--- config.mk ---
export PLATFORM = sky130hd
export DESIGN_NAME = sorted_priority_queue_top
export DESIGN_NICKNAME = d
export VERILOG_FILES = /design/src/spq_pkg.sv /design/src/spq_cell.sv /design/src/sorted_priority_queue_top.sv
export SDC_FILE = /design/constraint.sdc
export NUM_CORES = 1
export LEC_CHECK = 0
export BUFFER_PORTS_ARGS = -buffer_cell sky130_fd_sc_hd__buf_4
export CAP_MARGIN = 0
export CORE_MARGIN = 2
export CORE_UTILIZATION = 51
export CTS_BUF_LIST = sky130_fd_sc_hd__clkbuf_16
export CTS_CLUSTER_SIZE = 16
export DETAILED_ROUTE_END_ITERATION = 10
export PLACE_DENSITY = 0.74
export SETUP_SLACK_MARGIN = 0.2
export SYNTH_ARGS = -nofsm -noshare
export SYNTH_HDL_FRONTEND = slang
export SYNTH_HIERARCHICAL = 1
export SYNTH_SLANG_ARGS = --single-unit
--- constraint.sdc ---
create_clock -name clk -period 10.1 [get_ports clk]
set_input_delay 3.03 -clock clk [delete_from_list [all_inputs] [get_ports clk]]
set_output_delay 3.03 -clock clk [all_outputs]
set_load 0.01 [all_outputs]
--- src/spq_pkg.sv ---
// ----------------------------------------------------------------------------
// spq_pkg
// Shared types and codes for the sorted priority queue.
// ----------------------------------------------------------------------------
package spq_pkg;

    localparam int ID_W  = 16;
    localparam int PRI_W = 8;
    localparam int OP_W  = 2;
    localparam int STAT_W = 2;

    typedef enum logic [OP_W-1:0] {
        OP_INSERT = 2'd0,
        OP_POP    = 2'd1,
        OP_REMOVE = 2'd2
    } spq_op_t;

    localparam logic [STAT_W-1:0] STAT_OK       = 2'd0;
    localparam logic [STAT_W-1:0] STAT_EMPTY    = 2'd1;
    localparam logic [STAT_W-1:0] STAT_FULL     = 2'd2;
    localparam logic [STAT_W-1:0] STAT_NOTFOUND = 2'd3;

    typedef struct packed {
        logic [ID_W-1:0]  id;
        logic [PRI_W-1:0] pri;
    } spq_entry_t;

    // command broadcast to every cell of the chain
    typedef struct packed {
        logic             ins;
        logic             pop;
        logic             del;
        logic [ID_W-1:0]  id;
        logic [PRI_W-1:0] pri;
    } spq_bcast_t;

endpackage

--- src/spq_cell.sv ---
// ----------------------------------------------------------------------------
// spq_cell
// One slot of the sorted chain: compares against the broadcast request and
// takes data from itself, its upper neighbor, its lower neighbor or the bus.
// ----------------------------------------------------------------------------
module spq_cell
    import spq_pkg::*;
#(
    parameter int DEPTH = 16,
    parameter int IDX   = 0,
    localparam int CNT_W = $clog2(DEPTH + 1)
)
(
    input  logic             clk,
    input  spq_bcast_t       bcast,
    input  logic [CNT_W-1:0] count,
    input  logic [CNT_W-1:0] scan,
    input  logic             prev_ahead,
    input  spq_entry_t       prev_entry,
    input  spq_entry_t       next_entry,
    output spq_entry_t       entry,
    output logic             ahead,
    output logic             match
);

    localparam logic [CNT_W-1:0] MY_IDX = CNT_W'(IDX);

    spq_entry_t entry_reg;
    spq_entry_t entry_next;
    logic       occupied;

    always_comb
    begin
        occupied = MY_IDX < count;
        // new item lands ahead of this slot (empty slots count as lowest)
        ahead    = !occupied || (entry_reg.pri <= bcast.pri);
        match    = occupied && (entry_reg.id == bcast.id);

        entry_next = entry_reg;
        priority if (bcast.ins)
        begin
            if (prev_ahead)
            begin
                entry_next = prev_entry;
            end
            else if (ahead)
            begin
                entry_next.id  = bcast.id;
                entry_next.pri = bcast.pri;
            end
        end
        else if (bcast.pop)
        begin
            entry_next = next_entry;
        end
        else if (bcast.del && (MY_IDX >= scan))
        begin
            entry_next = next_entry;
        end
    end

    always_ff @(posedge clk)
    begin
        entry_reg <= entry_next;
    end

    assign entry = entry_reg;

endmodule

--- src/sorted_priority_queue_top.sv ---
// ----------------------------------------------------------------------------
// sorted_priority_queue_top
// Priority queue of (id, priority) pairs kept sorted in a chain of cells.
// ----------------------------------------------------------------------------
// Input channel in_valid/in_ready carries operation, req_id and
// priority_req; output channel out_valid/out_ready carries result_id,
// result_priority and status, one result per input transfer, in order.
// Insert and pop: the result is registered and shows in the cycle after
// the transfer, and a new item is taken every cycle as long as the
// output register is free or being drained. The unused operation
// code behaves the same and returns ok.
// Remove walks a scan index down the chain one cell per cycle; a match
// ends the scan at its slot, a miss when the index reaches count.
// No input is taken during the scan.
// When out_ready is low with a result held, in_ready drops and a scan
// that has found its answer waits; nothing is lost or reordered.
// Reset empties the queue at once (count cleared, no clearing pass) and
// drops any held result.
// ----------------------------------------------------------------------------
module sorted_priority_queue_top
    import spq_pkg::*;
#(
    parameter int DEPTH = 16
)
(
    input  logic              clk,
    input  logic              rst_n,
    input  logic              in_valid,
    output logic              in_ready,
    input  logic [OP_W-1:0]   operation,
    input  logic [ID_W-1:0]   req_id,
    input  logic [PRI_W-1:0]  priority_req,
    output logic              out_valid,
    input  logic              out_ready,
    output logic [ID_W-1:0]   result_id,
    output logic [PRI_W-1:0]  result_priority,
    output logic [STAT_W-1:0] status
);

    localparam int CNT_W = $clog2(DEPTH + 1);
    localparam int IDX_W = $clog2(DEPTH);
    localparam logic [CNT_W-1:0] FULL_CNT = CNT_W'(DEPTH);

    typedef enum logic {
        ST_IDLE,
        ST_SCAN
    } state_t;

    state_t            state_reg, state_next;
    logic [CNT_W-1:0]  count_reg, count_next;
    logic [CNT_W-1:0]  scan_reg, scan_next;
    logic [ID_W-1:0]   key_reg, key_next;
    logic              out_valid_reg, out_valid_next;
    logic [ID_W-1:0]   res_id_reg, res_id_next;
    logic [PRI_W-1:0]  res_pri_reg, res_pri_next;
    logic [STAT_W-1:0] status_reg, status_next;

    spq_bcast_t        bcast;
    spq_entry_t        entry [DEPTH];
    logic [DEPTH-1:0]  ahead;
    logic [DEPTH-1:0]  match;

    logic              out_free;
    logic              accept;
    logic              full;
    logic              empty;
    logic              scan_end;
    logic              scan_hit;

    assign out_free = !out_valid_reg || out_ready;
    assign in_ready = (state_reg == ST_IDLE) && out_free;
    assign accept   = in_valid && in_ready;
    assign full     = count_reg == FULL_CNT;
    assign empty    = count_reg == '0;
    assign scan_end = scan_reg == count_reg;
    assign scan_hit = !scan_end && match[scan_reg[IDX_W-1:0]];

    always_comb
    begin
        bcast.ins = accept && (operation == OP_INSERT) && !full;
        bcast.pop = accept && (operation == OP_POP) && !empty;
        bcast.del = (state_reg == ST_SCAN) && scan_hit && out_free;
        bcast.id  = (state_reg == ST_SCAN) ? key_reg : req_id;
        bcast.pri = priority_req;
    end

    for (genvar i = 0; i < DEPTH; i++)
    begin : g_cell
        spq_entry_t prev_e;
        spq_entry_t next_e;
        logic       prev_b;

        if (i == 0)
        begin : g_head
            assign prev_e = '0;
            assign prev_b = 1'b0;
        end
        else
        begin : g_body
            assign prev_e = entry[i-1];
            assign prev_b = ahead[i-1];
        end

        if (i == DEPTH - 1)
        begin : g_tail
            assign next_e = '0;
        end
        else
        begin : g_link
            assign next_e = entry[i+1];
        end

        spq_cell #(
            .DEPTH (DEPTH),
            .IDX   (i)
        ) u_cell (
            .clk         (clk),
            .bcast       (bcast),
            .count       (count_reg),
            .scan        (scan_reg),
            .prev_ahead  (prev_b),
            .prev_entry  (prev_e),
            .next_entry  (next_e),
            .entry       (entry[i]),
            .ahead       (ahead[i]),
            .match       (match[i])
        );
    end

    always_comb
    begin
        state_next     = state_reg;
        count_next     = count_reg;
        scan_next      = scan_reg;
        key_next       = key_reg;
        out_valid_next = out_valid_reg && !out_ready;
        res_id_next    = res_id_reg;
        res_pri_next   = res_pri_reg;
        status_next    = status_reg;

        unique case (state_reg)
            ST_IDLE:
            begin
                if (accept)
                begin
                    res_id_next  = '0;
                    res_pri_next = '0;
                    status_next  = STAT_OK;
                    unique case (operation)
                        OP_INSERT:
                        begin
                            out_valid_next = 1'b1;
                            if (full)
                            begin
                                status_next = STAT_FULL;
                            end
                            else
                            begin
                                count_next = count_reg + 1'b1;
                            end
                        end
                        OP_POP:
                        begin
                            out_valid_next = 1'b1;
                            if (empty)
                            begin
                                status_next = STAT_EMPTY;
                            end
                            else
                            begin
                                res_id_next  = entry[0].id;
                                res_pri_next = entry[0].pri;
                                count_next   = count_reg - 1'b1;
                            end
                        end
                        OP_REMOVE:
                        begin
                            state_next = ST_SCAN;
                            scan_next  = '0;
                            key_next   = req_id;
                        end
                        default:
                        begin
                            out_valid_next = 1'b1;
                        end
                    endcase
                end
            end
            ST_SCAN:
            begin
                if (scan_end || scan_hit)
                begin
                    if (out_free)
                    begin
                        out_valid_next = 1'b1;
                        res_id_next    = '0;
                        res_pri_next   = '0;
                        state_next     = ST_IDLE;
                        if (scan_hit)
                        begin
                            status_next = STAT_OK;
                            count_next  = count_reg - 1'b1;
                        end
                        else
                        begin
                            status_next = STAT_NOTFOUND;
                        end
                    end
                end
                else
                begin
                    scan_next = scan_reg + 1'b1;
                end
            end
            default:
            begin
                state_next = ST_IDLE;
            end
        endcase
    end

    always_ff @(posedge clk or negedge rst_n)
    begin
        if (!rst_n)
        begin
            state_reg     <= ST_IDLE;
            count_reg     <= '0;
            scan_reg      <= '0;
            out_valid_reg <= 1'b0;
        end
        else
        begin
            state_reg     <= state_next;
            count_reg     <= count_next;
            scan_reg      <= scan_next;
            out_valid_reg <= out_valid_next;
        end
    end

    always_ff @(posedge clk)
    begin
        key_reg     <= key_next;
        res_id_reg  <= res_id_next;
        res_pri_reg <= res_pri_next;
        status_reg  <= status_next;
    end

    assign out_valid       = out_valid_reg;
    assign result_id       = res_id_reg;
    assign result_priority = res_pri_reg;
    assign status          = status_reg;

    a_count_bound : assert property (@(posedge clk) disable iff (!rst_n)
        count_reg <= FULL_CNT)
        else $error("entry count above depth");

    a_scan_bound : assert property (@(posedge clk) disable iff (!rst_n)
        (state_reg == ST_SCAN) |-> (scan_reg <= count_reg))
        else $error("scan index ran past the stored entries");

    a_full_drop : assert property (@(posedge clk) disable iff (!rst_n)
        (accept && (operation == OP_INSERT) && full)
        |=> (out_valid_reg && (status_reg == STAT_FULL) && (count_reg == FULL_CNT)))
        else $error("insert on full queue not dropped");

    a_pop_count : assert property (@(posedge clk) disable iff (!rst_n)
        (accept && (operation == OP_POP) && !empty)
        |=> (count_reg == $past(count_reg) - 1'b1))
        else $error("pop did not shrink the queue");

    a_scan_blocks : assert property (@(posedge clk) disable iff (!rst_n)
        (state_reg == ST_SCAN) |-> !in_ready)
        else $error("input taken during remove scan");

endmodule

==> flow_summary.yaml, run 1 <==
clock_network:
  hold_buffers: 0
  cts_tree: "yes"
  numCtsBuffers: 48
  insertion_delay_ns: 0.60
  post_cts_buffers: 0
  cts_resized: 0
  root_buffer: "clkbuf_16"
  htree_levels: 2
  cts.sinks: 438
  cts_buffer_depth: 3
  clkSlewWorstSetupHoldPaths_ns: 0.06
critical_path:
  reg2reg_from: "state_reg"
  startpoint_type: "input pin"
  r2r-end: "g_cell[2].u_cell/entry[16]"
  path_class: "in -> reg"
  endpoint: "g_cell[2].u_cell/entry[16]"
  reg2reg_depth: 14
  crit_fanout: 24
  r2r_setup_slack_ns: 3.60
  cp-end-kind: "register"
  required_ns: 10.34
  critPathArrivalTime_ns: 7.99
  critPathLaunch: "req_id[8]"
sta:
  maxSlewHeadroom_pct: 24.8
  fin_crit_ns: 7.75
  rsz0062_at_grt: "no"
  finalClockSkew_ns: 0.0207
  layout_setup_ws_ns: 2.35
  fin_crit_sh_pct: 76.7
  hold_slack_ns: 0.616
  tns_ns: 0
  finalMaxSlewViolations: 0
  timing.fmax_ghz: 0.129
  hold_viol_final: 0
  max_slew.worst_pin.slew_ns: 1.13
  setup_viol: 0
place:
  place_congestion: 0.912
  portBuffers: 57
  post-place-ws_ns: 1.88
  hpwl_um: 56100
routing:
  wl_per_cell_um: 22.0
  num_vias: 22100
  dr.pass1.iters: 8
  drtIter0Drc: 2207
  via_per_inst: 6.03
  wl_um: 80400
  drc: 0
  postRouteAntennaNets: 0
die:
  start_util_pct: 51.7
  rows: 87
  chipWidth_um: 243
  design.core.area_sq_mm: 0.0564
  pin_count: 58
  die_area_sq_mm: 0.0590
  die_y_um: 243
layout:
  drive_above_1_share_pct: 9.48
  nets: 3027
  utilization_pct: 56.6
  fill_cells: 4839
  largest_reg_flops: 384
  area_delta_synth_final_pct: 9.49
global_route:
  grt_pass1_vias: 22200
  grt_start_max_net_pins: 244
  grt_pass1_wl_um: 125000
  overflow: 0
  antenna_found_initial: 0
  grt_usage_pct: 26.8
job:
  cap_violations: 0
power:
  leakagePower_nw: 14.1
  vdd_drop_max_uv: 131
  power_density_mw_per_mm2: 254
synthesis:
  yosysWarnings: 6
  syn_area_sq_mm: 0.0291
  synthCells: 2791
  avgSynthCellArea_sq_um: 10.4
min_path:
  min_path_type: "reg -> reg"
outcome:
  status: "completed"
-- worst max-delay path, cell delays in order --
cell and delay, ns:
buf_4 0.11, mux2_2 0.45, buf_4 0.31, xor2_1 0.19, nor4_1 0.30, nand4_1 0.14, nor2_1 0.12, nor2b_1 0.17
a2111oi_2 0.09, o41ai_2 0.67, nand2_1 0.24, nor3_2 0.85, or4b_1 0.49, a21oi_1 0.13, nor3_1 0.07, a41oi_2 0.19
buf_4 0.39
-- worst min-delay path by stage --
stage	from	end	slack [ns]	depth (start not counted)
2_1_floorplan	g_cell[0].u_cell/entry[0]	result_priority[0]	0.55	1
3_3_place_gp	g_cell[15].u_cell/entry[3]	g_cell[14].u_cell/entry[3]	0.59	2
3_5_place_dp	g_cell[15].u_cell/entry[0]	g_cell[14].u_cell/entry[0]	0.60	2
4_1_cts	g_cell[15].u_cell/entry[7]	g_cell[14].u_cell/entry[7]	0.62	2
5_1_grt	g_cell[14].u_cell/entry[7]	g_cell[13].u_cell/entry[7]	0.66	2
6_report	g_cell[15].u_cell/entry[3]	g_cell[14].u_cell/entry[3]	0.62	2
-- cell usage in the layout, fill, tap and decap left out, types with 7 or more instances in the layout --
master	n
a211oi_2	9
a21oi_1	437
a311oi_1	11
a41oi_2	9
and2_1	26
buf_4	123
clkbuf_16	49
clkinv_1	12
conb_1	49
dfrtp_1	12
edfxtp_1	426
ha_1	131
inv_1	164
mux2_2	18
mux2i_1	391
nand2_1	43
nand3_1	30
nand4_1	52
nor2_1	418
nor2b_1	19
nor3_1	14
nor3_2	10
nor4_1	43
nor4_2	10
o211ai_1	15
o21a_1	15
o21ai_0	7
xnor2_1	46
xor2_1	221
-- final cells by class --
| cell class | count | area (sq um) | area share, % |
|---|---|---|---|
| antenna | 2 | 5.00 | 0.0157 |
| clock buffer | 49 | 1230 | 3.84 |
| clock inverter | 35 | 206 | 0.647 |
| inverter | 152 | 571 | 1.79 |
| multi-input combinational | 2101 | 14900 | 46.7 |
| sequential | 438 | 13100 | 41.0 |
| tap | 756 | 946 | 2.97 |
| timing repair buffer | 125 | 963 | 3.02 |
-- metrics by stage --
stage               std cells  power (mW)  cell area [sq um]
floorplan                2839        5.40              29300
global placement         3572        6.28              30500
detailed placement       3572        6.40              30500
CTS                      3656        8.06              31900
global route             3656        8.48              31900
finish                   3658        8.10              31900
-- metal layers --
layer	GRT usage (%)	wire, um	vias to the layer above	share of wire, %
met1	34.1	32400	10600	40
met3	3.23	5150	225	6.4
met4	16.8	4950	0	6.2
met5	0	0	-	0
li1	-	-	10300	-
met2	43.5	37900	974	47
-- report_power, final --
group	internal, mW	total, mW	switching [mW]
Sequential	2.64	3.10	0.454
Clock	0.922	1.66	0.739
Combinational	1.27	3.34	2.07
Note: power is estimated with default switching activity, not from simulation.
==> run 2, diff against run 1 <==
PLACE_DENSITY = 0.77   (was 0.74)
clock period = 7.11 ns   (was 10.1 ns; I/O delays follow)
==> run 2 against run 1 <==
Against the previous run:
- hold slack got worse by 0.037 ns
- via count up 0.32%
- non-clock buffer count rose by 3
- wire length is 0.93% higher
- sequential cell count stayed put
==> flow_summary.yaml, run 2 (synthesis gave the netlist of run 1 again) <==
outcome:
  status: "completed"
layout:
  nets: 3030
  area_delta_synth_final_pct: 10.3
  drive_above_1_share_pct: 9.74
  fin_area_sq_mm: 0.0321
  multiInputGateArea_sq_mm: 0.0149
  seq_area_sq_mm: 0.0131
  final_cell_mix: "437 x a21oi_1, 426 x edfxtp_1, 418 x nor2_1, 391 x mux2i_1, 221 x xor2_1"
  fill_cells: 4748
  layout.cells.most_common: "a21oi_1"
  largest_reg_flops: 384
place:
  place_area_sq_mm: 0.0306
  hpwl_um: 56500
  place_congestion: 0.906
  portBuffers: 57
routing:
  num_vias: 22100
  wl_um: 81100
  drtIter0Drc: 2704
  drc: 0
  via_per_inst: 6.05
  wl_per_cell_um: 22.2
  postRouteAntennaNets: 0
  dr.pass1.iters: 5
global_route:
  grt_usage_pct: 27.1
  grt_pass1_wl_um: 127000
  grt_pass1_vias: 22700
  grt_start_max_net_pins: 268
  overflow: 0
  antenna_found_initial: 0
sta:
  finalClockSkew_ns: 0.0164
  hold_viol_final: 0
  tns_ns: 0
  finalMaxSlewViolations: 0
  maxSlewHeadroom_pct: 20.0
  fin_crit_sh_pct: 83.3
  setup_viol: 0
  fin_crit_ns: 5.92
  hold_slack_ns: 0.579
  rsz0062_at_grt: "no"
  timing.fmax_ghz: 0.169
  max_slew.worst_pin.slew_ns: 1.20
clock_network:
  cts_tree: "yes"
  htree_levels: 2
  root_buffer: "clkbuf_16"
  cts.sinks: 438
  post_cts_buffers: 0
  cts_resized: 0
  clkSlewWorstSetupHoldPaths_ns: 0.06
  cts_buffer_depth: 3
  insertion_delay_ns: 0.60
  numCtsBuffers: 48
  hold_buffers: 0
power:
  power_density_mw_per_mm2: 364
  leakagePower_nw: 14.2
  vdd_drop_max_uv: 177
die:
  rows: 87
  design.core.area_sq_mm: 0.0564
  start_util_pct: 51.7
  die_y_um: 243
  chipWidth_um: 243
  pin_count: 58
  die_area_sq_mm: 0.0590
critical_path:
  cp-end-kind: "register"
  required_ns: 7.40
  path_class: "in -> reg"
  critical-path-slowest-cell: "mux2_2"
  critPathArrivalTime_ns: 6.21
  worstPathCellList: "buf_4 -> mux2_2 -> xor2_1 -> nor4_1 -> nand3_1 -> nor3_2 -> mux2i_1 -> and3_4 -> o41ai_2 -> buf_4 -> nand2_1 -> nor3_2 -> or4b_1 -> a21oi_1 -> nor3_1 -> a41oi_2 -> buf_12"
  startpoint_type: "input pin"
  cpPeakStageDelay_ns: 0.83
  crit_fanout: 32
job:
  cap_violations: 0
min_path:
  min_path_type: "reg -> reg"
-- run 2: changes by cell type in the layout (fill, tap and decap cells not counted), moves of 2 or more --
cell / delta
inv_1: -3
buf_12: +10
buf_4: -7
bufinv_16: +3
inv_6: +2
-- run 2: per-stage QoR --
stage	worst slack (ns)	util (%)	cells	total power [mW]
6_report	1.19	57.0	3662	11.7
5_1_grt	0.959	57.0	3661	12.2
4_1_cts	1.27	57.0	3661	11.6
3_5_place_dp	0.666	54.3	3575	9.13
3_3_place_gp	0.698	54.3	3575	8.96
2_1_floorplan	0.389	-	2839	7.69
-- run 2: worst max-delay path, delay by kind of cell --
| family | cells | cell delay [ns] |
|---|---|---|
| muxes | 2 | 0.96 |
| buffers and inverters | 3 | 0.54 |
| xor gates and xnor gates | 1 | 0.17 |
| and+or+nand+nor | 8 | 1.63 |
| AOI/OAI and AO/OA | 3 | 0.74 |
-- run 2: worst paths after layout --
check / slack, ns / start / cells after the start / endpoint
setup / recovery: 1.19 / req_id[11] / 17 / g_cell[2].u_cell/entry[15]
hold / removal: 0.58 / count_reg[4] / 1 / count_reg[4]
setup reg to reg: 1.83 / state_reg / 17 / g_cell[2].u_cell/entry[15]
hold reg to reg: 0.58 / count_reg[4] / 1 / count_reg[4]
max in group asynchronous: 5.56 / rst_n / 1 / scan_reg[1]
min in group asynchronous: 1.37 / rst_n / 1 / out_valid
-- run 2: power by group --
group	switching, mW	total (mW)	internal [mW]	leakage, nW
sequential	0.627	4.38	3.75	4.09
combinational	2.98	4.83	1.85	9.32
clock	1.06	2.48	1.42	0.770
-- run 2: cell type report --
cell class | count | share of cell area, %
diodes | 1 | 0.00778
clock buffers | 49 | 3.81
clock inverters | 37 | 0.938
inverters | 152 | 1.77
multi-input cells | 2101 | 46.3
flip-flops and latches | 438 | 40.7
well taps | 756 | 2.94
repair buffers | 128 | 3.46
-- run 2: routing by layer --
metal	vias to the layer above	track usage, %	wire (um)
li1	10300	-	-
met1	10600	33.9	31900
met2	1020	44.2	38300
met3	260	3.94	5690
met4	0	17.3	5220
met5	-	0	0
